[config.mk]
export PLATFORM = sky130hd
export DESIGN_NAME = tsmode_step
export DESIGN_NICKNAME = d
export VERILOG_FILES = /design/src/rtl/core/tsmode_pkg.sv /design/src/rtl/core/tsmode_step.sv
export SDC_FILE = /design/constraint.sdc
export NUM_CORES = 1
export LEC_CHECK = 0
export ABC_AREA = 1
export BUFFER_PORTS_ARGS = -buffer_cell sky130_fd_sc_hd__buf_2
export CORE_UTILIZATION = 25
export DETAILED_ROUTE_END_ITERATION = 8
export GPL_TIMING_DRIVEN = 0
export PLACE_DENSITY = 0.51
export SETUP_SLACK_MARGIN = 0.3
export SKIP_LAST_GASP = 1
export SLEW_MARGIN = 20
export SYNTH_ARGS = -nofsm -noshare
export SYNTH_HDL_FRONTEND = slang
export SYNTH_SLANG_ARGS = --single-unit
[constraint.sdc]
create_clock -name vclk -period 2.5
set_input_delay 0.25 -clock vclk [all_inputs]
set_output_delay 0.25 -clock vclk [all_outputs]
set_load 0.01 [all_outputs]
[src/rtl/core/tsmode_pkg.sv]
`timescale 1ns / 1ps
// ----------------------------------------------------------------------------
// Session mode controller package
// Mode, button and message codes plus the request, response and state types.
// ----------------------------------------------------------------------------
package tsmode_pkg;

    typedef enum logic [2:0] {
        M_OFFLINE  = 3'd0,
        M_IDLE     = 3'd1,
        M_HOMING   = 3'd2,
        M_AWAITING = 3'd3,
        M_ENGAGED  = 3'd4,
        M_PAUSED   = 3'd5
    } t_mode;

    // Button codes
    localparam logic [2:0] B_START     = 3'd1;
    localparam logic [2:0] B_ENGAGE    = 3'd2;
    localparam logic [2:0] B_RESET_L   = 3'd3;
    localparam logic [2:0] B_RESET_R   = 3'd4;
    localparam logic [2:0] B_RESET_ALL = 3'd5;

    // Event devices
    localparam logic [1:0] DEV_LEFT  = 2'd0;
    localparam logic [1:0] DEV_RIGHT = 2'd1;

    // State requests to the robot
    localparam logic [2:0] REQ_NONE    = 3'd0;
    localparam logic [2:0] REQ_IDLE    = 3'd1;
    localparam logic [2:0] REQ_HOMING  = 3'd2;
    localparam logic [2:0] REQ_ENGAGED = 3'd3;
    localparam logic [2:0] REQ_PAUSED  = 3'd4;

    // Arm messages
    localparam logic [2:0] MSG_NONE     = 3'd0;
    localparam logic [2:0] MSG_RESET_L  = 3'd1;
    localparam logic [2:0] MSG_RESET_R  = 3'd2;
    localparam logic [2:0] MSG_RESET_AL = 3'd3;
    localparam logic [2:0] MSG_RESUME_L = 3'd4;
    localparam logic [2:0] MSG_RESUME_R = 3'd5;

    // Origin captures
    localparam logic [1:0] CAP_NONE  = 2'd0;
    localparam logic [1:0] CAP_LEFT  = 2'd1;
    localparam logic [1:0] CAP_RIGHT = 2'd2;
    localparam logic [1:0] CAP_ALL   = 2'd3;

    // Sound mask bits
    localparam logic [2:0] SND_TRANS  = 3'b001;
    localparam logic [2:0] SND_WARN   = 3'b010;
    localparam logic [2:0] SND_REJECT = 3'b100;

    typedef struct packed {
        logic       kind;
        logic [1:0] device;
        logic       menu_pressed;
        logic       avatar_alive;
        logic       tracker_connected;
        logic [2:0] avatar_state;
        logic [2:0] button;
        logic       button_rejected;
        logic       left_arm_ready;
        logic       right_arm_ready;
    } t_in_req;

    typedef struct packed {
        logic [2:0] mode_now;
        logic [2:0] state_request;
        logic [2:0] arm_message;
        logic [1:0] capture_origins;
        logic       send_left_arm;
        logic       send_right_arm;
        logic       send_head;
        logic [2:0] sound_mask;
        logic [1:0] recovering_flags;
        logic [4:0] button_locks;
        logic [1:0] label_select;
    } t_out_rsp;

    typedef struct packed {
        t_mode mode;
        logic  left_rec;
        logic  right_rec;
        logic  head_origin_valid;
    } t_state;

endpackage

[src/rtl/core/tsmode_step.sv]
`timescale 1ns / 1ps
// ----------------------------------------------------------------------------
// Session mode step logic
// Next state and response for one request, from the current state.
// ----------------------------------------------------------------------------
module tsmode_step
    import tsmode_pkg::*;
(
    input  t_state   i_state,
    input  t_in_req  i_req,
    output t_state   o_state,
    output t_out_rsp o_rsp
);

    logic   rst_hit;
    t_state n_st;
    logic   can_reset;
    logic   any_rec;

    // reset press taken in engaged or paused
    assign rst_hit = (i_req.button == B_RESET_L && !i_state.left_rec)
                  || (i_req.button == B_RESET_R && !i_state.right_rec)
                  || (i_req.button == B_RESET_ALL);

    always_comb begin
        n_st  = i_state;
        o_rsp = '0;

        if (i_req.kind) begin
            if (i_req.device == DEV_LEFT) begin
                o_rsp.capture_origins = CAP_LEFT;
                o_rsp.arm_message     = MSG_RESUME_L;
                n_st.left_rec         = 1'b0;
            end else if (i_req.device == DEV_RIGHT) begin
                o_rsp.capture_origins = CAP_RIGHT;
                o_rsp.arm_message     = MSG_RESUME_R;
                n_st.right_rec        = 1'b0;
            end
            o_rsp.sound_mask = SND_TRANS;
        end else if (i_state.mode != M_OFFLINE && i_state.mode != M_IDLE
                     && i_req.menu_pressed) begin
            // emergency stop
            o_rsp.sound_mask    = SND_WARN | SND_TRANS;
            o_rsp.state_request = REQ_IDLE;
            n_st.mode           = M_IDLE;
        end else if (i_state.mode != M_OFFLINE && !i_req.avatar_alive) begin
            o_rsp.sound_mask = SND_WARN | SND_TRANS;
            n_st.mode        = M_OFFLINE;
        end else begin
            if (i_req.button_rejected) begin
                o_rsp.sound_mask = SND_REJECT;
            end
            unique case (i_state.mode)
                M_OFFLINE: begin
                    if (i_req.avatar_alive && i_req.tracker_connected) begin
                        n_st.mode        = M_IDLE;
                        o_rsp.sound_mask = o_rsp.sound_mask | SND_TRANS;
                    end
                end
                M_IDLE: begin
                    if (i_req.button == B_START) begin
                        o_rsp.state_request = REQ_HOMING;
                        n_st.mode           = M_HOMING;
                        o_rsp.sound_mask    = o_rsp.sound_mask | SND_TRANS;
                    end
                end
                M_HOMING: begin
                    if (i_req.button == B_START) begin
                        o_rsp.state_request = REQ_IDLE;
                        n_st.mode           = M_IDLE;
                        o_rsp.sound_mask    = o_rsp.sound_mask | SND_TRANS;
                    end else if (i_req.avatar_state == M_AWAITING) begin
                        o_rsp.capture_origins  = CAP_ALL;
                        n_st.head_origin_valid = 1'b1;
                        n_st.mode              = M_AWAITING;
                        o_rsp.sound_mask       = o_rsp.sound_mask | SND_TRANS;
                    end
                end
                M_AWAITING, M_PAUSED: begin
                    if (i_req.button == B_START) begin
                        o_rsp.state_request = REQ_IDLE;
                        n_st.mode           = M_IDLE;
                        o_rsp.sound_mask    = o_rsp.sound_mask | SND_TRANS;
                    end else if (i_req.button == B_ENGAGE) begin
                        o_rsp.capture_origins  = CAP_ALL;
                        n_st.head_origin_valid = 1'b1;
                        o_rsp.state_request    = REQ_ENGAGED;
                        n_st.mode              = M_ENGAGED;
                        o_rsp.sound_mask       = o_rsp.sound_mask | SND_TRANS;
                    end else if (i_state.mode == M_PAUSED && rst_hit) begin
                        priority if (i_req.button == B_RESET_ALL) begin
                            o_rsp.arm_message = MSG_RESET_AL;
                            n_st.left_rec     = 1'b1;
                            n_st.right_rec    = 1'b1;
                        end else if (i_req.button == B_RESET_L) begin
                            o_rsp.arm_message = MSG_RESET_L;
                            n_st.left_rec     = 1'b1;
                        end else begin
                            o_rsp.arm_message = MSG_RESET_R;
                            n_st.right_rec    = 1'b1;
                        end
                    end
                end
                M_ENGAGED: begin
                    if (i_req.button == B_START) begin
                        o_rsp.state_request = REQ_IDLE;
                        n_st.mode           = M_IDLE;
                        o_rsp.sound_mask    = o_rsp.sound_mask | SND_TRANS;
                    end else if (i_req.button == B_ENGAGE) begin
                        o_rsp.state_request = REQ_PAUSED;
                        n_st.mode           = M_PAUSED;
                        o_rsp.sound_mask    = o_rsp.sound_mask | SND_TRANS;
                    end else if (rst_hit) begin
                        priority if (i_req.button == B_RESET_ALL) begin
                            o_rsp.arm_message = MSG_RESET_AL;
                            n_st.left_rec     = 1'b1;
                            n_st.right_rec    = 1'b1;
                        end else if (i_req.button == B_RESET_L) begin
                            o_rsp.arm_message = MSG_RESET_L;
                            n_st.left_rec     = 1'b1;
                        end else begin
                            o_rsp.arm_message = MSG_RESET_R;
                            n_st.right_rec    = 1'b1;
                        end
                    end else if (i_req.avatar_state == M_AWAITING) begin
                        o_rsp.capture_origins  = CAP_ALL;
                        n_st.head_origin_valid = 1'b1;
                        n_st.mode              = M_AWAITING;
                        o_rsp.sound_mask       = o_rsp.sound_mask | SND_TRANS;
                    end else begin
                        o_rsp.send_left_arm  = !i_state.left_rec && i_req.left_arm_ready;
                        o_rsp.send_right_arm = !i_state.right_rec && i_req.right_arm_ready;
                        o_rsp.send_head      = i_state.head_origin_valid;
                    end
                end
                default: begin
                end
            endcase
        end

        // locks and labels follow the state after the step
        can_reset = (n_st.mode == M_ENGAGED) || (n_st.mode == M_PAUSED);
        any_rec   = n_st.left_rec || n_st.right_rec;
        unique case (n_st.mode)
            M_OFFLINE: begin
                o_rsp.button_locks = 5'b00011;
                o_rsp.label_select = 2'b00;
            end
            M_IDLE: begin
                o_rsp.button_locks = 5'b00010;
                o_rsp.label_select = 2'b00;
            end
            M_HOMING: begin
                o_rsp.button_locks = 5'b00010;
                o_rsp.label_select = 2'b01;
            end
            M_AWAITING: begin
                o_rsp.button_locks = 5'b00000;
                o_rsp.label_select = 2'b01;
            end
            M_ENGAGED: begin
                o_rsp.button_locks = any_rec ? 5'b00011 : 5'b00000;
                o_rsp.label_select = 2'b11;
            end
            M_PAUSED: begin
                o_rsp.button_locks = any_rec ? 5'b00011 : 5'b00000;
                o_rsp.label_select = 2'b01;
            end
            default: begin
                o_rsp.button_locks = 5'b00011;
                o_rsp.label_select = 2'b00;
            end
        endcase
        o_rsp.button_locks[2] = n_st.left_rec || !can_reset;
        o_rsp.button_locks[3] = n_st.right_rec || !can_reset;
        o_rsp.button_locks[4] = !can_reset || any_rec;

        o_rsp.mode_now         = n_st.mode;
        o_rsp.recovering_flags = {n_st.right_rec, n_st.left_rec};
    end

    assign o_state = n_st;

endmodule

* Word-level counts from Yosys, hierarchy flattened *
Cells that the tools add are included.

operators by class
  equal/unequal tests = 18
  muxes and demuxes = 87
  reductions and logical operators = 24

operator list
  operator                                               count
  2-to-1 mux 3 bit                                       31
  2-to-1 mux 8 bit                                       10
  2-to-1 mux 2 bit                                       16
  case mux 3 bit (5 select lines)                        2
  equality test 3 x 2 -> 1 bit, second input constant    7
  case mux 4 bit (5 select lines)                        1
  equality test 3 bit, second input constant             6
  2-to-1 mux 1 bit                                       17
  2-to-1 mux 5 bit                                       3
  case mux 3 bit (4 select lines)                        1
  2-to-1 mux 11 bit                                      1
  equality test 3 x 1 -> 1 bit, second input constant    3
  logical AND 1 bit                                      9
  logical OR 1 bit                                       7
  case mux 2 bit (3 select lines)                        1
  case mux 3 bit (2 select lines)                        1
  logical NOT 1 bit                                      4
  2-to-1 mux 4 bit                                       1
  case mux 2 bit (2 select lines)                        1
  logical NOT 3 bit                                      1
  inequality test 3 x 1 -> 1 bit, second input constant  1
  case mux 1 bit (3 select lines)                        1
  nonzero test 3 bit                                     1
  equality test 2 x 1 -> 1 bit, second input constant    1
  other kinds (2)                                        2

word-level totals
  register bits = 0
  logic and storage cells = 129

* Longest topological paths before layout *
Gate-level depths: netlist of run 1.

  depth in word-level cells = 17
  gate-level depth with buffers = 14
  gate-level depth less buffers = 14

* Worst setup path before layout of run 1 *
No wires, ideal clock.

  kind = in2out
  start point = in i_req[14] (netlist bit)
  end point = out o_rsp[2] (netlist bit)
  arrival time = 1.420 ns
  required time = 2.250 ns
  slack = 0.830 ns
  cell stages on the path = 10
  cells stage by stage = buf_2 > inv_1 > nor2_1 > nand2_1 > inv_1 > o21ai_1 > inv_1 > nand2_1 > nor2_1 > a21oi_1

RTL lines
  element             RTL line           source
  start: declaration  tsmode_step.sv:10  input t_in_req i_req,
  end: declaration    tsmode_step.sv:12  output t_out_rsp o_rsp

==> impl_metrics.ini, run 1 <==
[layout]
final_layout_size_suffix_gt1_share_pct = 37.7
final_area_mm2 = 0.00111
seq_cell_count = 0
register_area_um2 = 0
nFillCells = 396
nNetsFinal = 243
clock_buffers = 0
num_antenna_cells = 0
area_growth_pct = 39.4
final_common_cell = buf_2
final_cell_mix = 53 x buf_2, 45 x nand2_1, 32 x inv_1, 24 x nor2_1, 15 x nand3_1

[sta]
hold_ws_ns = 0.760
fin_crit_sh_pct = 78.2
slew_headroom_pct = 79.6
fmax_mhz = 512
drv_slew = 0
hold_viol = 0
period_needed_ns = 1.95
fin_tns_setup_ns = 0
rsz0062_at_grt = false
setup_violations = 0
worst-slew-pin-transition_ns = 0.306

[placed_design]
gp_congestion = 0.789
placed_area_mm2 = 0.00111
place_hpwl_mm = 2.13
portBuffers = 52

[worst_setup_path]
worstPathRequired_ns = 2.25
start_kind = primary input
crit_fanout = 6
critPathKind = in2out
cp-end-kind = primary output
arrival_ns = 1.70

[yosys]
synth.avg_cell_area_um2 = 4.76
yosys_warnings = 0
ys_types = 24
syn-num-nets = 189
netlist_area_um2 = 800
synth_cells = 168
ys_seq_area_share_pct = 0

[drt]
drt_iter0_markers = 15
drc = 0
routed_via_density = 4.18
dr.pass1.iters = 4
wl_mm = 2.45
ant_nets = 0
wire_per_inst_um = 9.29
num_vias = 1104

[die]
io-pin-count = 53
die-area_mm2 = 0.00343
rows = 20
core_area_mm2 = 0.00305
die_w_um = 58.6
initial_core_util_pct = 26.2
die_h_um = 58.6

[pwr]
p_clk_share_pct = 0
powerDensity_mw_per_mm2 = 178
comb_power_share_pct = 100.0
power.leakage_nw = 0.736
switching_share_pct = 60.1
internal_power_mw = 0.0793
seqPwrFrac_pct = 0
vdd_drop_max_v = 0.0000465
p_sw_mw = 0.120

[global_route]
grt_usage_pct = 14.8
grt_pass1_wl_mm = 4.08
grt_max_degree = 11
grt_pass1_vias = 943
grt_overflow = 0
antenna_found_initial = 0

[cts]
cts_setup_buffers = 0
cts_resized = 0
hold_buffers = 0

[run_status]
status = finished, final reports clean

[run]
maxCapViolations = 0

[hold_path]
hold_path.class = in2out
==> synthesized netlist by cell type <==
library cell  count  area share (%)
a21boi_1          1            0.94
a21oi_1           6             3.8
a21oi_2           2             2.2
buf_2             1            0.63
buf_4             5             4.7
buf_6             1             1.4
inv_1            32              15
inv_2             4             1.9
nand2_1          45              21
nand2_2           5             3.9
nand2_4           2             2.8
nand3_1          15             9.4
nand3_2           1             1.3
nand3b_1          2             1.9
nand4_1           2             1.6
nor2_1           24              11
nor2_2            7             5.5
nor2_4            2             2.8
nor3_1            3             1.9
nor4_1            2             1.6
o21ai_0           3             1.9
o21ai_1           1            0.63
o21ai_2           1             1.1
o31ai_1           1            0.94
==> power groups by stage <==
stage / clock network, mW / logic (mW) / registers (mW)
after floorplan: 0 / 0.131 / 0
after global placement: 0 / 0.200 / 0
after detailed placement: 0 / 0.201 / 0
after CTS: 0 / 0.201 / 0
after global routing: 0 / 0.227 / 0
final: 0 / 0.199 / 0
==> area by class of cell <==
cell class                      count  area, µm²  share of cell area, %
Multi-Input combinational cell    125        611                   54.8
Tap cell                           44       55.1                   4.94
Timing Repair Buffer               52        260                   23.3
Buffer                              7       53.8                   4.83
Inverter                           36        135                   12.1
==> metrics by stage <==
step / util, % / setup WS, ns / instances / power, mW
after global placement: 36.5 / 0.510 / 264 / 0.200
after CTS: 36.5 / 0.525 / 264 / 0.201
after global routing: 36.5 / 0.345 / 264 / 0.227
after detailed placement: 36.5 / 0.521 / 264 / 0.201
final: 36.5 / 0.546 / 264 / 0.199
after floorplan: - / 0.830 / 168 / 0.131
==> logic make-up (layout without fill, tap and decap cells) <==
group	after synthesis	in the layout	share of synthesized area [%]
and+or+nand+nor	110	110	64.9
buffers and inverters	43	95	23.6
AOI/OAI and AO/OA	15	15	11.4
==> final timing paths <==
check             startpoint         to  depth (start not counted)
setup / recovery  i_state[4]   o_rsp[2]                         13
hold / removal     i_req[13]  o_rsp[19]                          3
==> routing by layer <==
layer / vias up / global-route usage, % / wire length [µm] / part of all wire, %
li1: 613 / - / - / -
met1: 458 / 22.2 / 1300 / 53
met2: 33 / 24.5 / 1010 / 41
met3: 0 / 1.10 / 148 / 6.0
met4: 0 / 0 / 0 / 0
met5: - / 0 / 0 / 0
==> critical path, cell delays in order <==
cell	delay [ns]
buf_2	0.14
inv_1	0.09
nand2_2	0.08
nand2_1	0.12
nand2_1	0.12
nor2_4	0.20
nand4_1	0.17
o21ai_2	0.13
inv_2	0.07
nand2_1	0.06
nor2_1	0.04
a21oi_1	0.09
buf_2	0.14
(Power assumes the default switching activity.)
==> run 2, diff against run 1 <==
==> constraint.sdc (replaced) <==
create_clock -name vclk -period 1.85
set_input_delay 0.185 -clock vclk [all_inputs]
set_output_delay 0.185 -clock vclk [all_outputs]
set_load 0.01 [all_outputs]
==> impl_metrics.ini, run 2 (synthesis results as in run 1) <==
[run_status]
status = finished, final reports clean

[die]
initial_core_util_pct = 26.2
core_area_mm2 = 0.00305
rows = 20
die_h_um = 58.6
die-area_mm2 = 0.00343
die_w_um = 58.6
io-pin-count = 53

[pwr]
power.leakage_nw = 0.895
vdd_drop_max_v = 0.0000829
powerDensity_mw_per_mm2 = 248
finalPower_mw = 0.383

[global_route]
grt_usage_pct = 16.6
grtUsageMet3_pct = 1.10
grt_pass1_vias = 1096
grt_pass1_wl_mm = 4.63
grt.busiest_layer = met2
grt_util_met1_pct = 23.4
grt_overflow = 0
antenna_found_initial = 0
grtUsageMet2_pct = 29.6
grt_max_degree = 9

[placed_design]
placed_area_mm2 = 0.00111
dp_slack_ns = 0.000759
gp_congestion = 0.789
place_hpwl_mm = 2.13
portBuffers = 52

[drt]
routed_via_density = 4.36
dr.pass1.iters = 4
drt_iter0_markers = 13
wl_mm = 2.85
wire_per_inst_um = 10.0
drc = 0
ant_nets = 0
num_vias = 1244

[layout]
nFillCells = 368
multi_input_area_um2 = 767
area_growth_pct = 93.3
num_antenna_cells = 0
final_common_cell = buf_2
nNetsFinal = 264
final_area_mm2 = 0.00155
clock_buffers = 0
final_cell_mix = 43 x buf_2, 35 x nand2_1, 24 x inv_1, 19 x buf_4, 18 x nor2_1
final_layout_size_suffix_gt1_share_pct = 58.1
register_area_um2 = 0
seq_cell_count = 0

[sta]
period_needed_ns = 1.70
fin_crit_sh_pct = 91.7
setup_violations = 0
worst-slew-pin-transition_ns = 0.293
fmax_mhz = 590
hold_ws_ns = 0.630
drv_slew = 0
fin_ws_ns = 0.154
rsz0062_at_grt = true
hold_viol = 0
slew_headroom_pct = 80.3

[worst_setup_path]
critPathKind = in2out
crit_fanout = 7
start_kind = primary input
worstPathRequired_ns = 1.66
arrival_ns = 1.51
cp-end-kind = primary output

[cts]
hold_buffers = 0

[run]
maxCapViolations = 0

[hold_path]
hold_path.class = in2out
==> run 2: final timing paths <==
| kind | cells past startpoint | to | startpoint | slack (ns) |
|---|---|---|---|---|
| hold / removal | 3 | o_rsp[19] | i_req[13] | 0.63 |
| setup / recovery | 12 | o_rsp[12] | i_state[5] | 0.15 |
==> run 2: final cells by class <==
type,count,area share [%]
Multi-Input combinational cell,125,49.6
Timing Repair Buffer,73,33.6
Inverter,36,9.47
Buffer,7,3.72
Tap cell,44,3.56
==> run 2: routing by layer <==
metal	part of all wire, %	routed length, µm
met2	48	1380
met5	0	0
met4	0	0
met1	46	1310
met3	5.9	169
==> run 2: worst max-delay path, cell delays in order <==
cell and delay [ns]:
buf_6 0.12, inv_4 0.06, nand2_4 0.06, nand2_4 0.07, inv_2 0.04, nor2_4 0.15, buf_6 0.11, inv_1 0.05
nor2_4 0.12, nand3_2 0.10, nor4_1 0.26, buf_2 0.17
==> run 2: stage by stage <==
step	util [%]	std cells	setup TNS, ns
3_3_place_gp	36.5	264	-0.0104
4_1_cts	46.4	283	0
6_report	50.6	285	0
2_1_floorplan	-	168	0
3_5_place_dp	36.5	264	0
5_1_grt	50.6	285	0
==> run 2: what timing repair did <==
action | 4_1_cts | 5_1_grt
endpoints found under the setup margin | 23 | 25
gates resized for setup | 44 | 31
setup buffers | 19 | 2
pin swaps | 23 | 7
==> run 2: power by group <==
part	leakage [nW]	internal (mW)	switching [mW]	total, mW
combinational	0.895	0.181	0.202	0.383
clock	0	0	0	0
sequential	0	0	0	0
total	0.895	0.181	0.202	0.383
==> run 3, diff against run 2 <==
==> constraint.sdc (replaced) <==
create_clock -name vclk -period 1.85
set_input_delay 0.0925 -clock vclk [all_inputs]
set_output_delay 0.0925 -clock vclk [all_outputs]
set_load 0.01 [all_outputs]
==> impl_metrics.ini, run 3 (synthesis results as in run 1) <==
[worst_setup_path]
slowest_delay_ns = 0.17
arrival_ns = 1.43
crit_fanout = 6
start_kind = primary input
cp-end-kind = primary output
crit_chain = buf_4, inv_4, nand2_1, nor2_2, inv_2, nor2_1, nand3_1, nand2_2, nand2_2, nand2_4, nand4_1, nand2_1, inv_1, buf_2
slowest_stage = nor2_2
critPathKind = in2out
worstPathRequired_ns = 1.76

[global_route]
grt_usage_pct = 15.2
grt_pass1_vias = 995
grt_max_degree = 11
grt_pass1_wl_mm = 4.21
grt_overflow = 0
antenna_found_initial = 0

[sta]
period_needed_ns = 1.52
rsz0062_at_grt = true
fin_tns_setup_ns = 0
worst-slew-pin-transition_ns = 0.264
hold_viol = 0
fin_ws_ns = 0.325
fmax_mhz = 656
setup_violations = 0
drv_slew = 0
slew_headroom_pct = 82.2
fin_crit_sh_pct = 82.4

[pwr]
powerDensity_mw_per_mm2 = 244
power.leakage_nw = 0.807
vdd_drop_max_v = 0.0000774
finalPower_mw = 0.322

[layout]
nFillCells = 386
multi_input_area_um2 = 693
instances_no_fill = 273
num_antenna_cells = 0
seq_cell_count = 0
final_common_cell = buf_2
final_layout_size_suffix_gt1_share_pct = 48.9
clock_buffers = 0
final_cell_mix = 47 x buf_2, 36 x nand2_1, 29 x inv_1, 20 x nor2_1, 16 x buf_4
register_area_um2 = 0
final_area_mm2 = 0.00132
area_growth_pct = 64.9
nNetsFinal = 252

[drt]
wire_per_inst_um = 9.51
routed_via_density = 4.30
num_vias = 1174
ant_nets = 0
drt_iter0_markers = 16
dr.pass1.iters = 4
wl_mm = 2.60
drc = 0

[hold_path]
min_path_cells = 3
hold_path.class = in2out

[placed_design]
place_hpwl_mm = 2.13
dp_slack_ns = 0.186
portBuffers = 52
dpl.cell_count = 264
placed_area_mm2 = 0.00111
gp_congestion = 0.789

[die]
core_area_mm2 = 0.00305
die_h_um = 58.6
initial_core_util_pct = 26.2
die_w_um = 58.6
die-area_mm2 = 0.00343
io-pin-count = 53
rows = 20

[run]
maxCapViolations = 0

[run_status]
status = finished, final reports clean
[run 3: report_power, final]
part | internal (mW) | leakage [nW] | switching [mW]
sequential | 0 | 0 | 0
combinational | 0.141 | 0.807 | 0.181
clock | 0 | 0 | 0
total | 0.141 | 0.807 | 0.181
[run 3: worst paths after layout]
path	startpoint	end	slack, ns
worst max-delay path	i_state[4]	o_rsp[3]	0.33
worst min-delay path	i_req[13]	o_rsp[19]	0.45
[run 3: routing by layer]
metal / track usage [%] / wire (µm) / vias to the layer above
li1: - / - / 633
met1: 21.8 / 1270 / 501
met2: 26.3 / 1170 / 40
met3: 1.10 / 161 / 0
met4: 0 / 0 / 0
met5: 0 / 0 / -
[run 3: through the flow]
step           util, %  hold WS, ns
6_report          43.2        0.445
5_1_grt           43.2        0.460
4_1_cts           39.3        0.446
3_5_place_dp      36.5        0.443
3_3_place_gp      36.5        0.444
2_1_floorplan        -        0.247
[run 3: final cells by class]
class,count,share of cell area (%)
buffer,7,4.08
inverter,36,11.1
multi-input combinational,125,52.6
tap,44,4.17
timing repair buffer,61,28.1
[run 3: repair_timing]
action                                 4_1_cts  5_1_grt
setup endpoints to repair                    3       17
gates resized for setup                      9       34
hold buffers                                 0        0
pin swaps                                    4       16
buffers inserted                             5        4
endpoints found under the hold margin        0        0
[run 3: worst max-delay path: cells and delay by family]
family        cells  cell delay [ns]
simple gates      9             0.89
buf+inv           5             0.44
